File: src/hdl/rtci_pkg.sv
package rtci_pkg;

    // Curve storage and field widths
    localparam int ROM_POINTS    = 31;
    localparam int CURVE_POINTS  = 31;
    localparam int FRACTION_BITS = 8;

    localparam int SPEED_W  = 16;
    localparam int TORQUE_W = 8;
    localparam int OUT_W    = 16;

    localparam int USED_POINTS = (CURVE_POINTS > ROM_POINTS) ? ROM_POINTS :
                                 (CURVE_POINTS < 2) ? 2 : CURVE_POINTS;
    localparam int SEGMENTS    = USED_POINTS - 1;
    localparam int SEG_IDX_W   = (SEGMENTS > 1) ? $clog2(SEGMENTS) : 1;
    localparam int FRAC_W      = (FRACTION_BITS > 16) ? 16 : FRACTION_BITS;

    // Datapath widths for the reciprocal divide
    localparam int NUM_W       = SPEED_W + TORQUE_W;
    localparam int RECIP_SHIFT = NUM_W + FRAC_W;
    localparam int RECIP_W     = RECIP_SHIFT + 1;
    localparam int PROD_W      = NUM_W + RECIP_W;
    localparam int QSPAN_W     = RECIP_SHIFT + SPEED_W;
    localparam int RES_W       = TORQUE_W + FRAC_W + 1;
    localparam int SAT_W       = (RES_W > OUT_W) ? RES_W : OUT_W + 1;

    localparam logic [SAT_W-1:0] OUT_MAX = SAT_W'({OUT_W{1'b1}});

    localparam logic [SPEED_W-1:0] SPEED_ROM [ROM_POINTS] = '{
        16'd0,    16'd800,  16'd1000, 16'd1200, 16'd1400, 16'd1600, 16'd1800,
        16'd2000, 16'd2200, 16'd2400, 16'd2600, 16'd2800, 16'd3000, 16'd3200,
        16'd3400, 16'd3600, 16'd3800, 16'd4000, 16'd4200, 16'd4400, 16'd4600,
        16'd4800, 16'd5000, 16'd5200, 16'd5400, 16'd5600, 16'd5800, 16'd6000,
        16'd6200, 16'd6400, 16'd6500
    };

    localparam logic [TORQUE_W-1:0] TORQUE_ROM [ROM_POINTS] = '{
        8'd0,   8'd106, 8'd114, 8'd122, 8'd130, 8'd137, 8'd143, 8'd148,
        8'd148, 8'd148, 8'd150, 8'd154, 8'd158, 8'd162, 8'd166, 8'd170,
        8'd174, 8'd174, 8'd174, 8'd170, 8'd164, 8'd161, 8'd159, 8'd160,
        8'd160, 8'd156, 8'd151, 8'd146, 8'd141, 8'd137, 8'd136
    };

endpackage

File: src/hdl/rtci_if.sv
interface rtci_speed_if;
    logic                            valid;
    logic                            ready;
    logic [rtci_pkg::SPEED_W-1:0]    engine_speed;

    modport source (output valid, output engine_speed, input ready);
    modport sink   (input valid, input engine_speed, output ready);
endinterface

interface rtci_torque_if;
    logic                            valid;
    logic                            ready;
    logic [rtci_pkg::OUT_W-1:0]      torque_fixed;

    modport source (output valid, output torque_fixed, input ready);
    modport sink   (input valid, input torque_fixed, output ready);
endinterface

File: src/hdl/rpm_torque_curve_interpolator_top.sv
// Seven register stages, each with its own valid bit; the last one is the output register.
// Throughput: one item per cycle while torque.ready does not stall the output.
// A stage loads whenever it is empty or the stage after it moves, so bubbles close up and a
// waiting result does not block new items until every stage is full.
// Reset (rst_n low, asynchronous) clears all valid bits; payload registers are not reset.
module rpm_torque_curve_interpolator_top (
    input  logic                 clk,
    input  logic                 rst_n,
    rtci_speed_if.sink           speed,
    rtci_torque_if.source        torque
);

    localparam int SEGS = rtci_pkg::SEGMENTS;
    localparam int LAST = rtci_pkg::USED_POINTS - 1;

    // ------------------------------------------------------------------
    // Per-segment constant tables, all worked out at elaboration.
    // A segment with no width (equal speed breakpoints) never hits.
    // ------------------------------------------------------------------
    logic [rtci_pkg::SPEED_W-1:0]  seg_lo_tab   [SEGS];
    logic [rtci_pkg::SPEED_W-1:0]  seg_span_tab [SEGS];
    logic [rtci_pkg::TORQUE_W-1:0] seg_mag_tab  [SEGS];
    logic                          seg_fall_tab [SEGS];
    logic [rtci_pkg::SAT_W-1:0]    seg_base_tab [SEGS];
    logic [rtci_pkg::RECIP_W-1:0]  seg_recip_tab[SEGS];
    logic [SEGS-1:0]               hit;

    for (genvar g = 0; g < SEGS; g++) begin : g_seg
        localparam logic [rtci_pkg::SPEED_W-1:0]  R0 = rtci_pkg::SPEED_ROM[g];
        localparam logic [rtci_pkg::SPEED_W-1:0]  R1 = rtci_pkg::SPEED_ROM[g+1];
        localparam logic [rtci_pkg::TORQUE_W-1:0] T0 = rtci_pkg::TORQUE_ROM[g];
        localparam logic [rtci_pkg::TORQUE_W-1:0] T1 = rtci_pkg::TORQUE_ROM[g+1];
        localparam bit VALID_SEG = (R1 > R0);
        localparam logic [rtci_pkg::SPEED_W-1:0] SPAN =
            VALID_SEG ? rtci_pkg::SPEED_W'(R1 - R0) : rtci_pkg::SPEED_W'(1);
        // floor(2^K / span): the estimate below is exact or one short
        localparam logic [rtci_pkg::RECIP_W-1:0] RECIP = rtci_pkg::RECIP_W'(
            (rtci_pkg::RECIP_W'(1) << rtci_pkg::RECIP_SHIFT) / rtci_pkg::RECIP_W'(SPAN));

        assign seg_lo_tab[g]    = R0;
        assign seg_span_tab[g]  = SPAN;
        assign seg_fall_tab[g]  = (T1 < T0);
        assign seg_mag_tab[g]   = (T1 < T0) ? rtci_pkg::TORQUE_W'(T0 - T1)
                                            : rtci_pkg::TORQUE_W'(T1 - T0);
        assign seg_base_tab[g]  = rtci_pkg::SAT_W'(T0) << rtci_pkg::FRAC_W;
        assign seg_recip_tab[g] = RECIP;

        assign hit[g] = VALID_SEG && (speed.engine_speed >= R0) && (speed.engine_speed <= R1);
    end

    localparam logic [rtci_pkg::SAT_W-1:0] FIRST_BASE =
        rtci_pkg::SAT_W'(rtci_pkg::TORQUE_ROM[0]) << rtci_pkg::FRAC_W;
    localparam logic [rtci_pkg::SAT_W-1:0] LAST_BASE =
        rtci_pkg::SAT_W'(rtci_pkg::TORQUE_ROM[LAST]) << rtci_pkg::FRAC_W;

    // ------------------------------------------------------------------
    // Stage handshake: each stage advances when empty or when the next moves
    // ------------------------------------------------------------------
    logic [7:1] v_reg;
    logic [7:1] en;

    always_comb
    begin
        en[7] = !v_reg[7] || torque.ready;
        for (int k = 6; k >= 1; k--)
        begin
            en[k] = !v_reg[k] || en[k+1];
        end
    end

    assign speed.ready  = en[1];
    assign torque.valid = v_reg[7];

    always_ff @(posedge clk or negedge rst_n)
    begin
        if (!rst_n)
        begin
            v_reg <= '0;
        end
        else
        begin
            if (en[1])
            begin
                v_reg[1] <= speed.valid;
            end
            for (int k = 2; k <= 7; k++)
            begin
                if (en[k])
                begin
                    v_reg[k] <= v_reg[k-1];
                end
            end
        end
    end

    // ------------------------------------------------------------------
    // Stage 1: compare the speed against every segment and both ends
    // ------------------------------------------------------------------
    logic [rtci_pkg::SPEED_W-1:0] rpm1_reg;
    logic [SEGS-1:0]              hit1_reg;
    logic                         below1_reg;
    logic                         above1_reg;

    always_ff @(posedge clk)
    begin
        if (en[1])
        begin
            rpm1_reg   <= speed.engine_speed;
            hit1_reg   <= hit;
            below1_reg <= (speed.engine_speed <= rtci_pkg::SPEED_ROM[0]);
            above1_reg <= (speed.engine_speed >= rtci_pkg::SPEED_ROM[LAST]);
        end
    end

    // ------------------------------------------------------------------
    // Stage 2: pick the first bracketing segment and fetch its constants.
    // Clamped speeds run through with zero slope and the end torque as base.
    // ------------------------------------------------------------------
    logic [rtci_pkg::SEG_IDX_W-1:0] idx;
    logic                           found;
    logic [rtci_pkg::SPEED_W-1:0]   offset2_next;
    logic [rtci_pkg::TORQUE_W-1:0]  mag2_next;
    logic                           fall2_next;
    logic [rtci_pkg::SAT_W-1:0]     base2_next;
    logic [rtci_pkg::SPEED_W-1:0]   span2_next;
    logic [rtci_pkg::RECIP_W-1:0]   recip2_next;

    always_comb
    begin
        idx   = '0;
        found = 1'b0;
        for (int s = SEGS - 1; s >= 0; s--)
        begin
            if (hit1_reg[s])
            begin
                idx   = rtci_pkg::SEG_IDX_W'(s);
                found = 1'b1;
            end
        end

        offset2_next = rpm1_reg - seg_lo_tab[idx];
        mag2_next    = seg_mag_tab[idx];
        fall2_next   = seg_fall_tab[idx];
        base2_next   = seg_base_tab[idx];
        span2_next   = seg_span_tab[idx];
        recip2_next  = seg_recip_tab[idx];

        if (below1_reg || above1_reg || !found)
        begin
            offset2_next = '0;
            mag2_next    = '0;
            fall2_next   = 1'b0;
            base2_next   = below1_reg ? FIRST_BASE : LAST_BASE;
            span2_next   = rtci_pkg::SPEED_W'(1);
            recip2_next  = '0;
        end
    end

    logic [rtci_pkg::SPEED_W-1:0]  offset2_reg;
    logic [rtci_pkg::TORQUE_W-1:0] mag2_reg;
    logic                          fall2_reg;
    logic [rtci_pkg::SAT_W-1:0]    base2_reg;
    logic [rtci_pkg::SPEED_W-1:0]  span2_reg;
    logic [rtci_pkg::RECIP_W-1:0]  recip2_reg;

    always_ff @(posedge clk)
    begin
        if (en[2])
        begin
            offset2_reg <= offset2_next;
            mag2_reg    <= mag2_next;
            fall2_reg   <= fall2_next;
            base2_reg   <= base2_next;
            span2_reg   <= span2_next;
            recip2_reg  <= recip2_next;
        end
    end

    // ------------------------------------------------------------------
    // Stage 3: numerator = offset into segment * torque step
    // ------------------------------------------------------------------
    logic [rtci_pkg::NUM_W-1:0]   num3_reg;
    logic                         fall3_reg;
    logic [rtci_pkg::SAT_W-1:0]   base3_reg;
    logic [rtci_pkg::SPEED_W-1:0] span3_reg;
    logic [rtci_pkg::RECIP_W-1:0] recip3_reg;

    always_ff @(posedge clk)
    begin
        if (en[3])
        begin
            num3_reg   <= rtci_pkg::NUM_W'(offset2_reg) * rtci_pkg::NUM_W'(mag2_reg);
            fall3_reg  <= fall2_reg;
            base3_reg  <= base2_reg;
            span3_reg  <= span2_reg;
            recip3_reg <= recip2_reg;
        end
    end

    // ------------------------------------------------------------------
    // Stage 4: multiply by the segment reciprocal
    // ------------------------------------------------------------------
    logic [rtci_pkg::PROD_W-1:0]  prod4_reg;
    logic [rtci_pkg::NUM_W-1:0]   num4_reg;
    logic                         fall4_reg;
    logic [rtci_pkg::SAT_W-1:0]   base4_reg;
    logic [rtci_pkg::SPEED_W-1:0] span4_reg;

    always_ff @(posedge clk)
    begin
        if (en[4])
        begin
            prod4_reg <= rtci_pkg::PROD_W'(num3_reg) * rtci_pkg::PROD_W'(recip3_reg);
            num4_reg  <= num3_reg;
            fall4_reg <= fall3_reg;
            base4_reg <= base3_reg;
            span4_reg <= span3_reg;
        end
    end

    // ------------------------------------------------------------------
    // Stage 5: quotient estimate (shift drops K - F bits) and its back product
    // ------------------------------------------------------------------
    logic [rtci_pkg::RECIP_SHIFT-1:0] qest;

    assign qest = prod4_reg[rtci_pkg::NUM_W +: rtci_pkg::RECIP_SHIFT];

    logic [rtci_pkg::RECIP_SHIFT-1:0] qest5_reg;
    logic [rtci_pkg::QSPAN_W-1:0]     qspan5_reg;
    logic [rtci_pkg::NUM_W-1:0]       num5_reg;
    logic                             fall5_reg;
    logic [rtci_pkg::SAT_W-1:0]       base5_reg;
    logic [rtci_pkg::SPEED_W-1:0]     span5_reg;

    always_ff @(posedge clk)
    begin
        if (en[5])
        begin
            qest5_reg  <= qest;
            qspan5_reg <= rtci_pkg::QSPAN_W'(qest) * rtci_pkg::QSPAN_W'(span4_reg);
            num5_reg   <= num4_reg;
            fall5_reg  <= fall4_reg;
            base5_reg  <= base4_reg;
            span5_reg  <= span4_reg;
        end
    end

    // ------------------------------------------------------------------
    // Stage 6: correct the estimate by one where the remainder reaches the span
    // ------------------------------------------------------------------
    logic [rtci_pkg::QSPAN_W-1:0] numf;
    logic [rtci_pkg::QSPAN_W-1:0] rem;

    assign numf = rtci_pkg::QSPAN_W'(num5_reg) << rtci_pkg::FRAC_W;
    assign rem  = numf - qspan5_reg;

    logic [rtci_pkg::RECIP_SHIFT-1:0] q6_reg;
    logic                             fall6_reg;
    logic [rtci_pkg::SAT_W-1:0]       base6_reg;

    always_ff @(posedge clk)
    begin
        if (en[6])
        begin
            q6_reg    <= qest5_reg + rtci_pkg::RECIP_SHIFT'(rem >= rtci_pkg::QSPAN_W'(span5_reg));
            fall6_reg <= fall5_reg;
            base6_reg <= base5_reg;
        end
    end

    // ------------------------------------------------------------------
    // Stage 7: apply the fraction to the base torque, saturate, hold for output
    // ------------------------------------------------------------------
    logic [rtci_pkg::SAT_W-1:0] q_ext;
    logic [rtci_pkg::SAT_W-1:0] sum;

    assign q_ext = rtci_pkg::SAT_W'(q6_reg);
    assign sum   = fall6_reg ? (base6_reg - q_ext) : (base6_reg + q_ext);

    logic [rtci_pkg::OUT_W-1:0] torque7_reg;

    always_ff @(posedge clk)
    begin
        if (en[7])
        begin
            torque7_reg <= (sum > rtci_pkg::OUT_MAX) ? {rtci_pkg::OUT_W{1'b1}}
                                                      : rtci_pkg::OUT_W'(sum);
        end
    end

    assign torque.torque_fixed = torque7_reg;

endmodule

File: src/flat_wrapper.sv
// flat-port wrapper written by rule: the top's interface ports become plain ports
module rpm_torque_curve_interpolator_top_flat 
  (clk, rst_n, speed_valid, speed_engine_speed, speed_ready, torque_valid, torque_torque_fixed, torque_ready);
  rtci_speed_if speed_i ();
  rtci_torque_if torque_i ();
  input  logic clk;
  input  logic rst_n;
  input wire logic [$bits(speed_i.valid)-1:0] speed_valid;
  input wire logic [$bits(speed_i.engine_speed)-1:0] speed_engine_speed;
  output wire logic [$bits(speed_i.ready)-1:0] speed_ready;
  output wire logic [$bits(torque_i.valid)-1:0] torque_valid;
  output wire logic [$bits(torque_i.torque_fixed)-1:0] torque_torque_fixed;
  input wire logic [$bits(torque_i.ready)-1:0] torque_ready;
  assign speed_i.valid = speed_valid;
  assign speed_i.engine_speed = speed_engine_speed;
  assign speed_ready = speed_i.ready;
  assign torque_valid = torque_i.valid;
  assign torque_torque_fixed = torque_i.torque_fixed;
  assign torque_i.ready = torque_ready;
  rpm_torque_curve_interpolator_top u_core (.clk(clk), .rst_n(rst_n), .speed(speed_i), .torque(torque_i));
endmodule
File: config.mk
export PLATFORM = sky130hd
export DESIGN_NAME = rpm_torque_curve_interpolator_top_flat
export DESIGN_NICKNAME = d
export VERILOG_FILES = /design/src/hdl/rtci_pkg.sv /design/src/hdl/rtci_if.sv /design/src/hdl/rpm_torque_curve_interpolator_top.sv /design/src/flat_wrapper.sv
export SDC_FILE = /design/constraint.sdc
export NUM_CORES = 2
export LEC_CHECK = 0
export BUFFER_PORTS_ARGS = -buffer_cell sky130_fd_sc_hd__buf_2
export CAP_MARGIN = 20
export CORE_MARGIN = 2
export CORE_UTILIZATION = 23
export CTS_CLUSTER_SIZE = 20
export DETAILED_ROUTE_END_ITERATION = 8
export PLACE_DENSITY = 0.4
export SYNTH_ARGS = -nofsm -noshare
export SYNTH_HDL_FRONTEND = slang
export SYNTH_SLANG_ARGS = --single-unit
export TNS_END_PERCENT = 20
File: constraint.sdc
create_clock -name clk -period 9.96 [get_ports clk]
set_input_delay 2.49 -clock clk [delete_from_list [all_inputs] [get_ports clk]]
set_output_delay 2.49 -clock clk [all_outputs]
set_load 0.03 [all_outputs]
======== After elaboration in Yosys (flattened, before gate mapping) ========
Memory sizes are Yosys's and may differ from the RTL's. A register that Yosys moved wholly into a read port is not among the register bits.
Index checks and enable logic that the tools add are counted.
storage, ports and cells
  bits in registers ....................... 467
  memory bits (read-only) ................. 2912
  input bits .............................. 20
  output and inout bits ................... 18
  logic and storage cells ................. 227
  memories kept ........................... 6
operators by class
  $add $sub $neg .......................... 5
  $mul .................................... 3
  magnitude comparators ................... 65
  multiplexer cells ....................... 67
  bitwise operators ....................... 1
  reduce and logical (&&, ||, !) cells .... 47
memories
  memory            depth  width  read ports  clocked after Yosys merged registers in  write ports  RTL line                                  text
  (name not given)  32     33     1           1                                        0            rpm_torque_curve_interpolator_top.sv:146  recip2_next = seg_recip_tab[idx];
  (name not given)  32     17     1           0                                        0            rpm_torque_curve_interpolator_top.sv:144  base2_next = seg_base_tab[idx];
  (name not given)  32     16     1           0                                        0            rpm_torque_curve_interpolator_top.sv:141  offset2_next = rpm1_reg - seg_lo_tab[idx];
  (name not given)  32     16     1           1                                        0            rpm_torque_curve_interpolator_top.sv:145  span2_next = seg_span_tab[idx];
  (name not given)  32     8      1           1                                        0            rpm_torque_curve_interpolator_top.sv:142  mag2_next = seg_mag_tab[idx];
  (name not given)  32     1      1           1                                        0            rpm_torque_curve_interpolator_top.sv:143  fall2_next = seg_fall_tab[idx];
operators with widths
  cell                                                              count
  >= comparator 16 x 13 -> 1 bit (second input constant)            13
  <= comparator 16 x 13 -> 1 bit (second input constant)            13
  >= comparator 16 x 12 -> 1 bit (second input constant)            10
  <= comparator 16 x 12 -> 1 bit (second input constant)            10
  two-way mux 5 bit                                                 30
  >= comparator 16 x 11 -> 1 bit (second input constant)            5
  <= comparator 16 x 11 -> 1 bit (second input constant)            5
  two-way mux 17 bit                                                4
  multiplier 24 x 33 -> 56 bit                                      1
  >= comparator 48 x 16 -> 1 bit                                    1
  multiplier 32 x 16 -> 48 bit                                      1
  two-way mux 16 bit                                                3
  subtractor 32 x 48 -> 48 bit                                      1
  >= comparator 16 x 10 -> 1 bit (second input constant)            2
  <= comparator 16 x 10 -> 1 bit (second input constant)            2
  logical AND 1 bit                                                 30
  two-way mux 1 bit                                                 30
  multiplier 16 x 8 -> 24 bit                                       1
  adder 17 x 1 -> 17 bit                                            1
  adder 17 bit                                                      1
  greater-than comparator 17 x 16 -> 1 bit (second input constant)  1
  subtractor 17 bit                                                 1
  >= comparator 16 x 1 -> 1 bit (second input constant)             1
  <= comparator 16 x 1 -> 1 bit (second input constant)             1
  5 further kinds                                                   20

======== Longest topological paths before layout ========
  depth after elaboration ................. 35
  depth in mapped cells ................... 28

======== Worst setup path before layout ========
Ideal clock, no wire load.
  path type ............................... input to output
  start ................................... input torque_ready
  end ..................................... output speed_ready
  data arrival time ....................... 7.656 ns
  required time ........................... 7.470 ns
  path slack .............................. -0.186 ns
  stages on the path ...................... 4
  cells stage by stage .................... nor2b_1 nand3_1 nor2_1 nand4_1
between the ends
  cells in the longest elaborated chain, start to end .. 7
ends and longest elaborated chain
  item                           RTL line                                 text
  start, declared                flat_wrapper.sv:13                       input wire logic [$bits(torque_i.ready)-1:0] torque_ready;
  logical OR 1 bit               rpm_torque_curve_interpolator_top.sv:64  en[7] = !v_reg[7] || torque.ready;
  logical OR 1 bit (2 in a row)  rpm_torque_curve_interpolator_top.sv:67  en[k] = !v_reg[k] || en[k+1];
  net u_core.en, one bit         rpm_torque_curve_interpolator_top.sv:60  logic [7:1] en;
  logical OR 1 bit (4 in a row)  rpm_torque_curve_interpolator_top.sv:67
  end, declared                  flat_wrapper.sv:10                       output wire logic [$bits(speed_i.ready)-1:0] speed_ready;
The timed path passes the listed nets, and every way through them passes these cells.

======== Worst setup path after layout ========
  start ................................... register u_core.recip3_reg[22] (netlist bit)
  end ..................................... register u_core.prod4_reg[50] (netlist bit) (data pin)
between the ends
  cells in the longest elaborated chain, start to end .. 1
ends and longest elaborated chain
  item                          RTL line                                  text
  start, declared               rpm_torque_curve_interpolator_top.sv:186  logic [rtci_pkg::RECIP_W-1:0] recip3_reg;
  start signal, assigned        rpm_torque_curve_interpolator_top.sv:196  recip3_reg <= recip2_reg;
  multiplier 24 x 33 -> 56 bit  rpm_torque_curve_interpolator_top.sv:213  prod4_reg <= rtci_pkg::PROD_W'(num3_reg) * rtci_pkg::PROD_W'(recip3_reg);
  end signal, assigned          rpm_torque_curve_interpolator_top.sv:213
  end, declared                 rpm_torque_curve_interpolator_top.sv:203  logic [rtci_pkg::PROD_W-1:0] prod4_reg;
No other way between the ends.
A chain may end at the register's enable or synchronous reset.

==> flow_summary.json <==
{
  "status": "completed",
  "hold_class": "flip-flop to flip-flop",
  "grt_max_degree": 69,
  "async_flop_share": 0.0205,
  "ys_seq_area_frac": 0.234,
  "worstMarginPinSlew_ns": 1.01,
  "placed_area_mm2": 0.0468,
  "synth_top_area_cell": "fa_1",
  "clk_latency_ns": 0.61,
  "hpwl_mm": 104,
  "grt-ovfl-total": 0,
  "post_cts_resized": 0,
  "synth-seq-cells": 341,
  "power_density_mw_per_mm2": 276,
  "clock_path_buffers": 3,
  "num_rows": 159,
  "vias_per_cell": 4.20,
  "cts_tree": "built",
  "drt_first_pass_iters": 5,
  "num_vias": 28488,
  "place_congestion": 0.863,
  "finalWorstPathRequiredPeriod_ns": 8.41,
  "critical_path_class": "flip-flop to flip-flop",
  "cap_violations": 0,
  "ctsRootBufferMaster": "clkbuf_16",
  "yosys.cell_types.count": 91,
  "syn-num-nets": 5433,
  "antenna_found_initial": 10,
  "areaGrowthSynthToFinish_pct": 10.9,
  "grt_pass1_vias": 31332,
  "dr.first_iter.drc_count": 1484,
  "critPathLaunchType": "flip-flop",
  "rsz0062_at_grt": "no",
  "yosysWarningCount": 0,
  "cts_setup_buffers": 0,
  "finalHoldViolCount": 0,
  "syn_area_mm2": 0.0437,
  "htree_levels": 2,
  "tns_ns": 0,
  "num-nets-final": 5455,
  "required_ns": 10.30,
  "numPortBuffers": 37,
  "synth_top_area_frac": 0.297,
  "drv_slew": 0,
  "dieHeight_um": 440,
  "dominantRegCellSynth": "edfxtp_1",
  "die_x_um": 440,
  "io_pins": 38,
  "start_util": 0.232,
  "ir_worst_vdd_uv": 177,
  "detail_route.wl_per_cell_um": 18.3,
  "cp_data_arrival_time_ns": 8.74,
  "min_period_over_period": 0.844,
  "skew_ns": 0.0305,
  "cp_max_fo": 24,
  "ant_nets": 0,
  "mostFrequentLayoutCells": "954 x inv_1, 648 x fa_1, 543 x ha_1, 334 x edfxtp_1, 329 x and2_1",
  "layout_commonest_cell": "inv_1",
  "stdcell_area_mm2": 0.0485,
  "largest_reg_flops": 41,
  "max_freq_mhz": 119,
  "synth_edf_count": 334,
  "ctsHoldBuffers": 0,
  "p_leak_nw": 24.2,
  "track_usage": 0.131,
  "postLayoutCoreUtil": 0.258,
  "maxSlewHeadroom": 0.317,
  "synthCells": 4222,
  "power_w": 0.0134,
  "remaining_drc_errors": 0,
  "grt_first_pass_wirelength_mm": 195,
  "coreArea_mm2": 0.188,
  "cts_sinks": 341,
  "avgSynthCellArea_um2": 10.3,
  "detail_route.wirelength_mm": 124,
  "dieArea_mm2": 0.193,
  "path_clk_slew_ns": 0.07,
  "ys_top_cells_by_area": "fa_1 30%, edfxtp_1 23%, ha_1 16%",
  "numCtsBuffers": 45,
  "setup_viol": 0,
  "drive_above_1_share": 0.0383,
  "end_kind": "flip-flop"
}
final timing paths:
path                                         to  cells past startpoint  slack, ns             startpoint
min reg2reg                 u_core.num5_reg[15]                      0       0.41    u_core.num4_reg[15]
min in group asynchronous       u_core.v_reg[7]                      1       1.71                  rst_n
min                         u_core.num5_reg[15]                      0       0.41    u_core.num4_reg[15]
max                        u_core.prod4_reg[50]                     23       1.55  u_core.recip3_reg[22]
max in group asynchronous       u_core.v_reg[3]                      1       8.07                  rst_n
max reg2reg                u_core.prod4_reg[50]                     23       1.55  u_core.recip3_reg[22]
layout make-up:
class	count	area, um2
Multi-Input combinational cell	2842	29600
Timing Repair Buffer	58	388
Inverter	956	3590
Fill cell	20223	140000
Antenna cell	2	5.00
Clock buffer	53	1200
Clock inverter	28	362
Sequential cell	341	10200
Tap cell	2495	3120
Yosys cell counts, types with 6 or more instances:
cell type and n:
o31ai_1 13, clkbuf_1 73, nor2b_1 31, nor3_1 56, dfrtp_1 7, a21oi_1 155, a21boi_0 12, o21ai_1 18
or4_1 6, inv_1 955, o21bai_1 12, a21boi_1 6, nand4_1 22, and2_1 329, and3_1 15, mux2i_1 8
nor4_1 21, a21o_1 46, nand2_1 237, xnor2_1 91, nand2b_1 28, or3_1 14, ha_1 543, fa_1 648
nand3_1 40, o22ai_1 11, or2_2 8, xor2_1 38, o211ai_1 7, nor3b_1 7, a31oi_1 27, a211oi_1 24
edfxtp_1 334, o21ai_0 78, nand3b_1 6, o21a_1 32, nor2_1 157
metrics by stage:
| stage | instances | hold WS, ns | worst slack, ns |
|---|---|---|---|
| 2_1_floorplan | 4222 | 0.400 | 1.03 |
| 5_1_grt | 6773 | 0.423 | 1.13 |
| 4_1_cts | 6771 | 0.417 | 1.49 |
| 3_5_place_dp | 6690 | 0.405 | 1.59 |
| 6_report | 6775 | 0.411 | 1.55 |
| 3_3_place_gp | 6689 | 0.401 | 1.56 |
worst max-delay path, stage by stage (launching register included):
cell	delay [ns]
edfxtp_1	1.02
nand2_1	0.32
fa_1	0.61
inv_1	0.06
fa_1	0.48
fa_1	0.55
inv_1	0.05
fa_1	0.46
fa_1	0.50
inv_1	0.06
fa_1	0.51
fa_1	0.50
ha_1	0.32
o21a_1	0.12
o21ai_0	0.20
a22o_1	0.28
a31oi_1	0.34
a21oi_1	0.18
o21ai_1	0.43
a211o_1	0.20
a21oi_1	0.11
o31ai_1	0.49
a21oi_1	0.16
xnor2_1	0.14
where the power goes:
part | switching, W | internal, W | total (W)
combinational | 0.00519 | 0.00350 | 0.00869
sequential | 0.000571 | 0.00238 | 0.00295
clock | 0.000659 | 0.00107 | 0.00173
total | 0.00642 | 0.00695 | 0.0134
routing by layer:
layer,wire length [um],global-route usage
met5,0,0
met4,1820,0.0222
met3,3930,0.0103
met2,58400,0.219
met1,59600,0.187
cells by family after synthesis:
family                     count (synthesis)  synth area share
adders and majority gates               1191             0.452
buffers and inverters                   1039            0.0895
and+or+nand+nor                         1003             0.121
AOI/OAI and AO/OA                        508            0.0750
DFF                                      341             0.234
xor gates and xnor gates                 130            0.0262
muxes                                     10           0.00235
Note: power is estimated with default switching activity, not from simulation.
